[src/qcn_pkg.sv]
package qcn_pkg;

    // Width of every quaternion component on the ports and in the state.
    localparam int DATA_W = 16;

    // Width of one exact sum of four 16x16 products.
    localparam int PSUM_W = 34;

    // Component indexes, in w, x, y, z order.
    localparam logic [1:0] C_W = 2'd0;
    localparam logic [1:0] C_X = 2'd1;
    localparam logic [1:0] C_Y = 2'd2;
    localparam logic [1:0] C_Z = 2'd3;

    // Input word: the right-hand quaternion.
    typedef struct packed {
        logic signed [DATA_W-1:0] in_w;
        logic signed [DATA_W-1:0] in_x;
        logic signed [DATA_W-1:0] in_y;
        logic signed [DATA_W-1:0] in_z;
    } qcn_in_t;

    // Result word: the normalized new orientation.
    typedef struct packed {
        logic signed [DATA_W-1:0] out_w;
        logic signed [DATA_W-1:0] out_x;
        logic signed [DATA_W-1:0] out_y;
        logic signed [DATA_W-1:0] out_z;
        logic                     zero_magnitude;
    } qcn_out_t;

    // Sequencer states.
    typedef enum logic [2:0] {
        ST_IDLE,
        ST_PROD,
        ST_ROUND,
        ST_SQUARE,
        ST_SQRT,
        ST_DIV_START,
        ST_DIV,
        ST_DONE
    } qcn_state_t;

    // Sign of Hamilton product term t of component c. Term t always uses the
    // left-hand component t and the right-hand component c xor t.
    function automatic logic term_neg(input logic [1:0] c, input logic [1:0] t);
        logic neg;
        case (c)
            C_W: neg = (t != C_W);
            C_X: neg = (t == C_Z);
            C_Y: neg = (t == C_X);
            C_Z: neg = (t == C_Y);
            default: neg = 1'b0;
        endcase
        return neg;
    endfunction

endpackage

[src/quaternion_compose_normalize_top.sv]
// Per accepted word, one multiplier serves the 16 product terms and 4 squares, then a
// one-root-bit-per-cycle square root and four one-bit-per-cycle divisions run in turn;
// a product of zero length skips the divisions. The block takes a new word only when
// idle, once the last result has been loaded into the output register.
// Reset (aresetn low, synchronous): orientation returns to identity, no result pending.
module quaternion_compose_normalize_top #(
    parameter int FRAC_BITS = 14
) (
    input  logic              aclk,
    input  logic              aresetn,
    input  logic              s_valid,
    output logic              s_ready,
    input  qcn_pkg::qcn_in_t  s_data,
    output logic              m_valid,
    input  logic              m_ready,
    output qcn_pkg::qcn_out_t m_data
);

    import qcn_pkg::*;

    // Magnitude width of a rounded product component, multiplier operand
    // width, sum of squares width and root width.
    localparam int QMW = PSUM_W - FRAC_BITS;
    localparam int MW  = (QMW + 1 > 17) ? QMW + 1 : 17;
    localparam int SQW = 2 * QMW + 2;
    localparam int RTW = QMW + 1;

    // Saturation limits of the output, as magnitudes.
    localparam logic [32:0] SAT_POS = (FRAC_BITS < 15) ? (33'd1 << FRAC_BITS) : 33'd32767;
    localparam logic [32:0] SAT_NEG = (FRAC_BITS < 15) ? (33'd1 << FRAC_BITS) : 33'd32768;
    localparam logic [PSUM_W-1:0] HALF = PSUM_W'(1) << (FRAC_BITS - 1);

    qcn_state_t state_reg, state_next;
    logic [4:0] cnt_reg, cnt_next;

    logic issue;
    logic sqrt_start;
    logic div_start;
    logic out_load;

    logic signed [DATA_W-1:0] orient_reg [4];
    logic signed [DATA_W-1:0] in_hold_reg [4];
    logic signed [PSUM_W-1:0] psum_reg [4];
    logic [QMW-1:0]           qmag_reg [4];
    logic [3:0]               qneg_reg;
    logic signed [PSUM_W-1:0] acc_reg;
    logic [SQW-1:0]           sq_acc_reg;
    logic                     zero_reg;

    logic       mul_vld_reg;
    logic [3:0] mul_tag_reg;
    logic       mul_neg_reg;

    logic                   m_valid_reg;
    qcn_out_t               m_data_reg;

    logic signed [MW-1:0]   op_a;
    logic signed [MW-1:0]   op_b;
    logic signed [2*MW-1:0] mul_prod;
    logic [QMW-1:0]         qmag_sel;
    logic [1:0]             term_c;
    logic [1:0]             term_t;

    logic signed [PSUM_W-1:0] prod_lo;
    logic signed [PSUM_W-1:0] acc_sum;
    logic [SQW-1:0]           sq_sum;
    logic [QMW-1:0]           rnd_mag [4];
    logic [3:0]               rnd_neg;

    logic                   sqrt_done;
    logic [RTW-1:0]         sqrt_root;
    logic                   div_done;
    logic [FRAC_BITS:0]     div_quot;
    logic [32:0]            quot_ext;
    logic [32:0]            pos_val;
    logic [32:0]            neg_mag;
    logic [32:0]            sat_val;

    // Shared multiplier and divider, and the square root unit.
    qcn_mult #(.MW(MW)) u_mult (
        .aclk (aclk),
        .op_a (op_a),
        .op_b (op_b),
        .prod (mul_prod)
    );

    qcn_isqrt #(.RTW(RTW)) u_isqrt (
        .aclk     (aclk),
        .aresetn  (aresetn),
        .start    (sqrt_start),
        .radicand (sq_sum),
        .done     (sqrt_done),
        .root     (sqrt_root)
    );

    qcn_divider #(.FRAC_BITS(FRAC_BITS), .QMW(QMW)) u_div (
        .aclk    (aclk),
        .aresetn (aresetn),
        .start   (div_start),
        .mag     (qmag_sel),
        .root    (sqrt_root),
        .done    (div_done),
        .quot    (div_quot)
    );

    // State register.
    always_ff @(posedge aclk) begin
        if (!aresetn) begin
            state_reg <= ST_IDLE;
            cnt_reg   <= '0;
        end else begin
            state_reg <= state_next;
            cnt_reg   <= cnt_next;
        end
    end

    // Sequencer: next state and unit strobes.
    always_comb begin
        state_next = state_reg;
        cnt_next   = cnt_reg;
        issue      = 1'b0;
        sqrt_start = 1'b0;
        div_start  = 1'b0;
        out_load   = 1'b0;
        s_ready    = 1'b0;
        case (state_reg)
            ST_IDLE: begin
                s_ready = 1'b1;
                if (s_valid) begin
                    state_next = ST_PROD;
                    cnt_next   = '0;
                end
            end
            ST_PROD: begin
                if (!cnt_reg[4]) begin
                    issue    = 1'b1;
                    cnt_next = cnt_reg + 5'd1;
                end
                if (mul_vld_reg && (&mul_tag_reg)) begin
                    state_next = ST_ROUND;
                end
            end
            ST_ROUND: begin
                state_next = ST_SQUARE;
                cnt_next   = '0;
            end
            ST_SQUARE: begin
                if (!cnt_reg[2]) begin
                    issue    = 1'b1;
                    cnt_next = cnt_reg + 5'd1;
                end
                if (mul_vld_reg && (&mul_tag_reg[1:0])) begin
                    sqrt_start = 1'b1;
                    state_next = ST_SQRT;
                end
            end
            ST_SQRT: begin
                if (sqrt_done) begin
                    cnt_next   = '0;
                    state_next = (sqrt_root == '0) ? ST_DONE : ST_DIV_START;
                end
            end
            ST_DIV_START: begin
                div_start  = 1'b1;
                state_next = ST_DIV;
            end
            ST_DIV: begin
                if (div_done) begin
                    if (&cnt_reg[1:0]) begin
                        state_next = ST_DONE;
                    end else begin
                        cnt_next   = cnt_reg + 5'd1;
                        state_next = ST_DIV_START;
                    end
                end
            end
            ST_DONE: begin
                if (!m_valid_reg || m_ready) begin
                    out_load   = 1'b1;
                    state_next = ST_IDLE;
                end
            end
            default: begin
                state_next = ST_IDLE;
            end
        endcase
    end

    // Multiplier operands: product terms, or the squares of the magnitudes.
    always_comb begin
        term_c   = cnt_reg[3:2];
        term_t   = cnt_reg[1:0];
        qmag_sel = qmag_reg[cnt_reg[1:0]];
        if (state_reg == ST_SQUARE) begin
            op_a = {{(MW-QMW){1'b0}}, qmag_sel};
            op_b = {{(MW-QMW){1'b0}}, qmag_sel};
        end else begin
            op_a = {{(MW-DATA_W){orient_reg[term_t][DATA_W-1]}}, orient_reg[term_t]};
            op_b = {{(MW-DATA_W){in_hold_reg[term_c ^ term_t][DATA_W-1]}},
                    in_hold_reg[term_c ^ term_t]};
        end
    end

    // Accumulator inputs and the rounding of the four product sums.
    always_comb begin
        prod_lo = mul_prod[PSUM_W-1:0];
        acc_sum = acc_reg + (mul_neg_reg ? -prod_lo : prod_lo);
        sq_sum  = sq_acc_reg + {2'b00, mul_prod[2*QMW-1:0]};
        for (int c = 0; c < 4; c++) begin
            logic [PSUM_W-1:0] pmag;
            logic [PSUM_W-1:0] rsum;
            pmag       = psum_reg[c][PSUM_W-1] ? PSUM_W'(-psum_reg[c]) : PSUM_W'(psum_reg[c]);
            rsum       = pmag + HALF;
            rnd_mag[c] = rsum[PSUM_W-1:FRAC_BITS];
            rnd_neg[c] = psum_reg[c][PSUM_W-1];
        end
    end

    // Signed, saturated quotient of the component now being divided.
    always_comb begin
        quot_ext = {{(32-FRAC_BITS){1'b0}}, div_quot};
        pos_val  = (quot_ext > SAT_POS) ? SAT_POS : quot_ext;
        neg_mag  = (quot_ext > SAT_NEG) ? SAT_NEG : quot_ext;
        sat_val  = qneg_reg[cnt_reg[1:0]] ? -neg_mag : pos_val;
    end

    // Multiplier tags follow the product through its register.
    always_ff @(posedge aclk) begin
        if (!aresetn) begin
            mul_vld_reg <= 1'b0;
        end else begin
            mul_vld_reg <= issue;
        end
        mul_tag_reg <= cnt_reg[3:0];
        mul_neg_reg <= term_neg(term_c, term_t);
    end

    // Input hold, product sums, squares and rounding.
    always_ff @(posedge aclk) begin
        if (s_valid && s_ready) begin
            in_hold_reg[0] <= s_data.in_w;
            in_hold_reg[1] <= s_data.in_x;
            in_hold_reg[2] <= s_data.in_y;
            in_hold_reg[3] <= s_data.in_z;
            acc_reg        <= '0;
        end
        if (state_reg == ST_PROD && mul_vld_reg) begin
            if (&mul_tag_reg[1:0]) begin
                psum_reg[mul_tag_reg[3:2]] <= acc_sum;
                acc_reg                    <= '0;
            end else begin
                acc_reg <= acc_sum;
            end
        end
        if (state_reg == ST_ROUND) begin
            for (int c = 0; c < 4; c++) begin
                qmag_reg[c] <= rnd_mag[c];
            end
            qneg_reg   <= rnd_neg;
            sq_acc_reg <= '0;
        end
        if (state_reg == ST_SQUARE && mul_vld_reg) begin
            sq_acc_reg <= sq_sum;
        end
        if (state_reg == ST_SQRT && sqrt_done) begin
            zero_reg <= (sqrt_root == '0);
        end
    end

    // Orientation state: identity after reset, cleared on zero length.
    always_ff @(posedge aclk) begin
        if (!aresetn) begin
            orient_reg[0] <= SAT_POS[DATA_W-1:0];
            orient_reg[1] <= '0;
            orient_reg[2] <= '0;
            orient_reg[3] <= '0;
        end else if (state_reg == ST_SQRT && sqrt_done && sqrt_root == '0) begin
            for (int c = 0; c < 4; c++) begin
                orient_reg[c] <= '0;
            end
        end else if (state_reg == ST_DIV && div_done) begin
            orient_reg[cnt_reg[1:0]] <= sat_val[DATA_W-1:0];
        end
    end

    // Output register: the next word may be accepted while this one waits.
    always_ff @(posedge aclk) begin
        if (!aresetn) begin
            m_valid_reg <= 1'b0;
        end else if (out_load) begin
            m_valid_reg <= 1'b1;
        end else if (m_ready) begin
            m_valid_reg <= 1'b0;
        end
    end

    always_ff @(posedge aclk) begin
        if (out_load) begin
            m_data_reg.out_w          <= orient_reg[0];
            m_data_reg.out_x          <= orient_reg[1];
            m_data_reg.out_y          <= orient_reg[2];
            m_data_reg.out_z          <= orient_reg[3];
            m_data_reg.zero_magnitude <= zero_reg;
        end
    end

    assign m_valid = m_valid_reg;
    assign m_data  = m_data_reg;

endmodule

[src/qcn_mult.sv]
module qcn_mult #(
    parameter int MW = 17
) (
    input  logic                   aclk,
    input  logic signed [MW-1:0]   op_a,
    input  logic signed [MW-1:0]   op_b,
    output logic signed [2*MW-1:0] prod
);

    logic signed [2*MW-1:0] prod_reg;

    // Registered signed multiplier.
    always_ff @(posedge aclk) begin
        prod_reg <= op_a * op_b;
    end

    assign prod = prod_reg;

endmodule

[src/qcn_isqrt.sv]
module qcn_isqrt #(
    parameter int RTW = 21
) (
    input  logic             aclk,
    input  logic             aresetn,
    input  logic             start,
    input  logic [2*RTW-1:0] radicand,
    output logic             done,
    output logic [RTW-1:0]   root
);

    localparam int CW = $clog2(RTW + 1);

    logic             busy_reg;
    logic             done_reg;
    logic [CW-1:0]    cnt_reg;
    logic [2*RTW-1:0] rad_reg;
    logic [RTW+1:0]   rem_reg;
    logic [RTW-1:0]   root_reg;

    logic [RTW+3:0]   cur;
    logic [RTW+3:0]   trial;
    logic [RTW+3:0]   diff;
    logic             ge;

    // One result bit per step: bring down two radicand bits and try root*4+1.
    always_comb begin
        cur   = {rem_reg, rad_reg[2*RTW-1 -: 2]};
        trial = {2'b00, root_reg, 2'b01};
        diff  = cur - trial;
        ge    = (cur >= trial);
    end

    // Control: busy for RTW steps, then a one-cycle done pulse.
    always_ff @(posedge aclk) begin
        if (!aresetn) begin
            busy_reg <= 1'b0;
            done_reg <= 1'b0;
            cnt_reg  <= '0;
        end else begin
            done_reg <= 1'b0;
            if (start) begin
                busy_reg <= 1'b1;
                cnt_reg  <= CW'(RTW - 1);
            end else if (busy_reg) begin
                if (cnt_reg == '0) begin
                    busy_reg <= 1'b0;
                    done_reg <= 1'b1;
                end else begin
                    cnt_reg <= cnt_reg - CW'(1);
                end
            end
        end
    end

    // Datapath: radicand shift register, partial remainder and root.
    always_ff @(posedge aclk) begin
        if (start) begin
            rad_reg  <= radicand;
            rem_reg  <= '0;
            root_reg <= '0;
        end else if (busy_reg) begin
            rad_reg <= rad_reg << 2;
            if (ge) begin
                rem_reg  <= diff[RTW+1:0];
                root_reg <= {root_reg[RTW-2:0], 1'b1};
            end else begin
                rem_reg  <= cur[RTW+1:0];
                root_reg <= {root_reg[RTW-2:0], 1'b0};
            end
        end
    end

    assign done = done_reg;
    assign root = root_reg;

endmodule

[src/qcn_divider.sv]
module qcn_divider #(
    parameter int FRAC_BITS = 14,
    parameter int QMW       = 20
) (
    input  logic               aclk,
    input  logic               aresetn,
    input  logic               start,
    input  logic [QMW-1:0]     mag,
    input  logic [QMW:0]       root,
    output logic               done,
    output logic [FRAC_BITS:0] quot
);

    // Quotient bits, numerator width and divisor width.
    localparam int QTW = FRAC_BITS + 1;
    localparam int NW  = QMW + QTW + 1;
    localparam int DW  = QMW + 2;
    localparam int CW  = $clog2(QTW + 1);

    logic          busy_reg;
    logic          done_reg;
    logic [CW-1:0] cnt_reg;
    logic [DW-1:0] rem_reg;
    logic [DW-1:0] dvs_reg;
    logic [QTW-1:0] low_reg;

    logic [NW-1:0] numer;
    logic [DW:0]   cur;
    logic [DW:0]   diff;
    logic          ge;

    // Rounded quotient: (2*mag*2^F + m) / (2*m). The quotient never exceeds
    // 2^F, so the upper numerator bits preload the remainder.
    always_comb begin
        numer = {1'b0, mag, {QTW{1'b0}}} + {{(NW-QMW-1){1'b0}}, root};
        cur   = {rem_reg, low_reg[QTW-1]};
        diff  = cur - {1'b0, dvs_reg};
        ge    = (cur >= {1'b0, dvs_reg});
    end

    // Control: QTW restoring steps, then a one-cycle done pulse.
    always_ff @(posedge aclk) begin
        if (!aresetn) begin
            busy_reg <= 1'b0;
            done_reg <= 1'b0;
            cnt_reg  <= '0;
        end else begin
            done_reg <= 1'b0;
            if (start) begin
                busy_reg <= 1'b1;
                cnt_reg  <= CW'(QTW - 1);
            end else if (busy_reg) begin
                if (cnt_reg == '0) begin
                    busy_reg <= 1'b0;
                    done_reg <= 1'b1;
                end else begin
                    cnt_reg <= cnt_reg - CW'(1);
                end
            end
        end
    end

    // Datapath: the low numerator bits shift out as quotient bits shift in.
    always_ff @(posedge aclk) begin
        if (start) begin
            rem_reg <= {1'b0, numer[NW-1:QTW]};
            low_reg <= numer[QTW-1:0];
            dvs_reg <= {root, 1'b0};
        end else if (busy_reg) begin
            rem_reg <= ge ? diff[DW-1:0] : cur[DW-1:0];
            low_reg <= {low_reg[QTW-2:0], ge};
        end
    end

    assign done = done_reg;
    assign quot = low_reg;

endmodule

[config.mk]
export PLATFORM = sky130hd
export DESIGN_NAME = quaternion_compose_normalize_top
export DESIGN_NICKNAME = d
export VERILOG_FILES = /design/src/qcn_pkg.sv /design/src/quaternion_compose_normalize_top.sv /design/src/qcn_mult.sv /design/src/qcn_isqrt.sv /design/src/qcn_divider.sv
export SDC_FILE = /design/constraint.sdc
export NUM_CORES = 2
export LEC_CHECK = 0
export ABC_AREA = 1
export BUFFER_PORTS_ARGS = -buffer_cell sky130_fd_sc_hd__buf_2
export CAP_MARGIN = 20
export CORE_MARGIN = 2
export CORE_UTILIZATION = 50
export CTS_CLUSTER_SIZE = 16
export DETAILED_ROUTE_END_ITERATION = 10
export GPL_ROUTABILITY_DRIVEN = 0
export PLACE_DENSITY = 0.66
export SLEW_MARGIN = 15
export SYNTH_ARGS = -nofsm -noshare
export SYNTH_HDL_FRONTEND = slang
export SYNTH_SLANG_ARGS = --single-unit
[constraint.sdc]
create_clock -name aclk -period 9.43 [get_ports aclk]
set_clock_uncertainty 0.1 [all_clocks]
set_input_delay 0.943 -clock aclk [delete_from_list [all_inputs] [get_ports aclk]]
set_output_delay 0.943 -clock aclk [all_outputs]
set_load 0.02 [all_outputs]
Word-level counts from Yosys, hierarchy flattened
Memory sizes are Yosys's and may differ from the RTL's. A register that Yosys moved wholly into a read port is not among the register bits. Index checks and enable logic that the tools add are counted.

Bits in registers: 294. Latch bits: 0. RAM bits: 344. Memory bits (read-only): 0. Input bits: 68. Output and inout port bits: 67. Memories: 4.

$add $sub $neg: 18. Multiply operators: 1. Divide/modulo/power cells: 0. Magnitude comparators: 4. Equal/unequal tests: 24. Shift-type cells: 0. Multiplexer cells: 93. Bitwise operators: 10. Reduce and logical (&&, ||, !) cells: 38.

Memory list: psum_reg (words 4, bits a word 34, read ports 4, clocked after memory_dff 0, write ports 1, line quaternion_compose_normalize_top.sv:43) `logic signed [PSUM_W-1:0] psum_reg [4];`; qmag_reg (words 4, bits a word 20, read ports 1, clocked after memory_dff 1, write ports 4, line quaternion_compose_normalize_top.sv:44) `logic [QMW-1:0] qmag_reg [4];`; in_hold_reg (words 4, bits a word 16, read ports 1, clocked after memory_dff 0, write ports 4, line quaternion_compose_normalize_top.sv:42) `logic signed [DATA_W-1:0] in_hold_reg [4];`; orient_reg (words 4, bits a word 16, read ports 5, clocked after memory_dff 5, write ports 4, line quaternion_compose_normalize_top.sv:41) `logic signed [DATA_W-1:0] orient_reg [4];`.

Operators by type and width (number): 2-to-1 mux 34 bit (8); negation 34 bit (5); 2-to-1 mux 42 bit (4); adder 34 x 14 -> 34 bit (second input constant) (4); 2-to-1 mux 16 bit (6); 2-to-1 mux 21 bit (4); 2-to-1 mux 15 bit (3); 2-to-1 mux 5 bit (9); adder 42 x 40 -> 42 bit (1); multiplier 21 x 21 -> 40 bit (1); adder 35 x 21 -> 36 bit (1); 2-to-1 mux 1 bit (36); adder 34 bit (1); case mux 5 bit (6 select lines) (1); >= comparator 25 x 23 -> 1 bit (1); case mux 3 bit (8 select lines) (1); >= comparator 23 x 22 -> 1 bit (1); 2-to-1 mux 23 bit (1); subtractor 23 bit (1); 2-to-1 mux 22 bit (1); subtractor 22 bit (1); zero test 21 bit (1); 2-to-1 mux 3 bit (6); != test 2 bit (second input constant) (9); other kinds (36) (81).

Longest topological paths before layout
Depth after elaboration: 8. Mapped depth: 43. Depth with buffers taken out: 40.

Cells and area by module
From an unflattened synthesis, not the netlist that was laid out.

Cell total of the unflattened synthesis: 7495. Area, all modules: 59400.7 um^2.

By module, submodules not included: quaternion_compose_normalize_top (times used 1, cells an instance 3524, area an instance 29925.0 um^2, seq. area each 15054.4 um^2); qcn_mult (times used 1, cells an instance 2500, area an instance 19003.2 um^2, seq. area each 840.8 um^2); qcn_isqrt (times used 1, cells an instance 773, area an instance 5455.2 um^2, seq. area each 2282.2 um^2); qcn_divider (times used 1, cells an instance 698, area an instance 5017.3 um^2, seq. area each 1851.8 um^2).

Worst setup path before layout
OpenSTA, ideal clock, no wires.

Kind: register -> register. From: register cnt_reg[0]. To: register u_mult.prod_reg[37], in the netlist u_mult.prod[37]. Arrival: 8195 ps. Data required time: 9258 ps. Slack: 1063 ps. Cell stages (with the launch flop): 35. Buffers on the path: 3. Cells stage by stage: dfxtp_1 inv_1 ha_1 inv_1 clkbuf_1 clkbuf_1 nand2_1 a21oi_1 o21ai_0 nand2_1 clkbuf_1 nor2_1 fa_1 fa_1 inv_1 fa_1 inv_1 fa_1 fa_1 fa_1 inv_1 fa_1 inv_1 ha_1 nand2_1 nor2_1 inv_1 nor3_1 nand4_1 o2111ai_1 nand3_1 nand2_1 nand3_1 nand2_1 xor2_1.

Cells in the longest elaborated chain, start to end: 4.

RTL lines: from (decl) (line quaternion_compose_normalize_top.sv:34) `logic [4:0] cnt_reg, cnt_next;`; from (signal assigned) (line quaternion_compose_normalize_top.sv:113) `cnt_reg <= cnt_next;`; XOR 2 bit (line quaternion_compose_normalize_top.sv:199, quaternion_compose_normalize_top.sv:200); memory read (4 x 16 bit); 2-to-1 mux 21 bit (line quaternion_compose_normalize_top.sv:194) `if (state_reg == ST_SQUARE) begin`; multiplier 21 x 21 -> 40 bit (line qcn_mult.sv:14) `prod_reg <= op_a * op_b;`; to (signal assigned) (line qcn_mult.sv:14); to (decl) (line qcn_mult.sv:10) `logic signed [2*MW-1:0] prod_reg;`.

Every way passes these cells. A chain may end at the register's enable or synchronous reset.

Worst setup path in the final report
From: register cnt_reg[0]. To: register u_mult.prod_reg[38], in the netlist u_mult.prod[38].

Same word-level chain as after synthesis.

==> flow_summary.ini <==
[outcome]
outcome = completed

[drt]
postRouteAntennaNets = 0
wirelength_mm = 146
routedWlPerCell_um = 19.7
vias = 40562
firstDrtPassIters = 6
drt_iter0_drc = 3701
drc_errors = 0
via_per_inst = 5.45

[setup_path]
cp_slowest_stage_delay_ns = 0.65
cp-end-kind = register
rr_worst_depth = 32
path_class = reg2reg
r2r-start = cnt_reg[0]
r2r-end = u_mult.prod[38]
arrival_ns = 9.38
path_buf_inv = 8
cpMaxStageDelayCell = o311ai_0
required_ns = 9.86
path_max_fanout = 19
critPathLaunchType = register
rrSetupSlack_ns = 0.47
path_common_cell = nand2_1
critical_path.top_delay_family = adder cells

[layout]
mostFrequentLayoutCell = nand2_1
drive_gt1_frac = 0.0761
multi_input_area_um2 = 28500
nFillCells = 9269
fin_util = 0.552
seqCellArea_um2 = 20000
nNetsFinal = 6743
final_cell_mix = 1051 x nand2_1, 973 x inv_1, 753 x nor2_1
largest_reg_flops = 136
syn_to_final_growth_pct = 10.0
antenna_cells = 0

[clocking]
clk_pin_slew_ns = 0.06
post_cts_buffers = 0
htreeDepth = 3
cts_buffers = 77
cts_tree = yes
ctsHoldBuffers = 0
cts_buffer_depth = 3
clock_sinks = 704
clock_latency_ns = 0.67
clock-root-buffer = clkbuf_16
cts_resized = 0

[global_route]
track_usage = 0.275
grt_pass1_vias = 39837
grt_overflow = 0
antenna_found_initial = 2
grt_max_degree = 85
grt_pass1_wl_mm = 228

[sta]
fmax_ghz = 0.112
tns_ns = 0
hold_viol_final = 0
slew_headroom = 0.310
finalCriticalPeriod_ns = 8.96
worstMarginPinSlew_ns = 1.02
finalMaxSlewViolations = 0
post-route-period-util = 0.950
rsz0062_at_grt = false
setup_viol = 0

[yosys]
synthMuxAreaShare = 0.000380
yosys_warnings = 0
synth_area_leaders = edfxtp_1 34%, fa_1 17%, nand2_1 7.5%, inv_1 6.9%, ha_1 5.9%
yosys.area.top_type = edfxtp_1
synth_compound_area_frac = 0.0819
ys_seq_area_frac = 0.379
syn-instance-count = 5820
yosysTopAreaCellShare = 0.336
avgSynthCellArea_um2 = 9.05
synth_top_family_by_area = adder cells
synth_adder_area_share = 0.228
synth_nets = 6582
synth_area_um2 = 52700
synthXorXnorAreaFrac = 0.0550
synth.distinct_cells = 68
synth-async-reset-ratio = 0
synth_seq_cells = 704
ys.flop_type = edfxtp_1
synthSimpleGateAreaFrac = 0.173
synth_edf_count = 589

[worst_hold_path]
min_path_type = reg2reg
holdPathEnd = m_data[36]
min_from = orient_reg[1][3]
whs_path_depth = 0

[die]
rows = 119
initial_core_util = 0.502
die_width_um = 329
dieArea_um2 = 108000
die_y_um = 329
core_um2 = 105000
io-pin-count = 135

[placement]
dp_hpwl_mm = 115
portBuffers = 134

[job]
cap_viol_max_count = 0
-- synth_stat cells (5+ instances only) --
cell type / count
a211oi_1: 7
a21boi_0: 6
a21o_1: 11
a21oi_1: 270
a31oi_1: 23
a32o_1: 14
buf_1: 7
buf_2: 32
clkbuf_1: 100
clkinv_1: 16
dfxtp_1: 115
edfxtp_1: 589
fa_1: 445
ha_1: 249
inv_1: 973
inv_2: 12
nand2_1: 1053
nand2_2: 10
nand3_1: 144
nand3_2: 5
nand3b_1: 17
nand4_1: 42
nor2_1: 758
nor2_2: 19
nor2_4: 6
nor3_1: 51
nor4_1: 39
o211ai_1: 23
o21a_1: 14
o21ai_0: 274
o21ai_1: 17
o21bai_1: 9
o221ai_1: 13
o22ai_1: 38
o31ai_1: 10
or2_2: 26
xnor2_1: 134
xor2_1: 184
xor2_2: 7
-- worst reg2reg max path: cells and delay by family (launching register included) --
kind                     cells  cell delay (ns)
adder cells (fa/ha/maj)      9             4.38
AO/OA/AOI/OAI                5             1.65
flip-flops                   1             0.46
buffers and inverters        8             1.32
XOR/XNOR                     1             0.14
AND/OR/NAND/NOR              9             0.77
-- metrics by stage --
stage | instances | setup WS [ns] | hold WS, ns | instance area (um^2)
finish | 7436 | 0.473 | 0.346 | 58000
global route | 7436 | 0.00816 | 0.359 | 58000
CTS | 7434 | 0.232 | 0.339 | 57900
detailed placement | 7291 | 0.297 | 0.332 | 55300
global placement | 7291 | 0.334 | 0.327 | 55300
floorplan | 5820 | 1.06 | 0.229 | 52700
-- metal layers --
layer  wire [um]  share of wire  vias to the layer above  track usage
met4        6680          0.046                        2        0.113
met1       61500           0.42                    19470        0.376
met3       12700          0.087                      331       0.0535
li1            -              -                    19048            -
met5          13       0.000089                        -            0
met2       65600           0.45                     1711        0.429
-- area by class of cell --
| class | count | area share |
|---|---|---|
| Sequential cell | 704 | 0.345 |
| Clock inverter | 39 | 0.00751 |
| Timing Repair Buffer | 221 | 0.0239 |
| Inverter | 1001 | 0.0648 |
| Multi-Input combinational cell | 3976 | 0.491 |
| Tap cell | 1391 | 0.0300 |
| Clock buffer | 104 | 0.0377 |
-- cell families (layout without fill, tap and decap cells) --
| group | after synthesis | after routing |
|---|---|---|
| and+or+nand+nor | 2196 | 2196 |
| buffers and inverters | 1140 | 1365 |
| AOI/OAI and AO/OA | 759 | 759 |
| DFF | 704 | 704 |
| adders and majority gates | 694 | 694 |
| xor gates and xnor gates | 325 | 325 |
| muxes | 2 | 2 |
-- worst max path at each step --
| stage | start | end | slack (ns) | depth (start not counted) |
|---|---|---|---|---|
| 3_5_place_dp | cnt_reg[0] | u_mult.prod[37] | 0.30 | 33 |
| 5_1_grt | cnt_reg[0] | u_mult.prod[27] | 0.008 | 31 |
| 3_3_place_gp | cnt_reg[1] | u_mult.prod[38] | 0.33 | 34 |
| 4_1_cts | cnt_reg[0] | u_mult.prod[37] | 0.23 | 33 |
| 6_report | cnt_reg[0] | u_mult.prod[38] | 0.47 | 32 |
| 2_1_floorplan | cnt_reg[0] | u_mult.prod[37] | 1.06 | 34 |
Power is left out: the tool's default activity adds up to more than one toggle a clock period on the data nets, which glitch-free logic cannot reach.
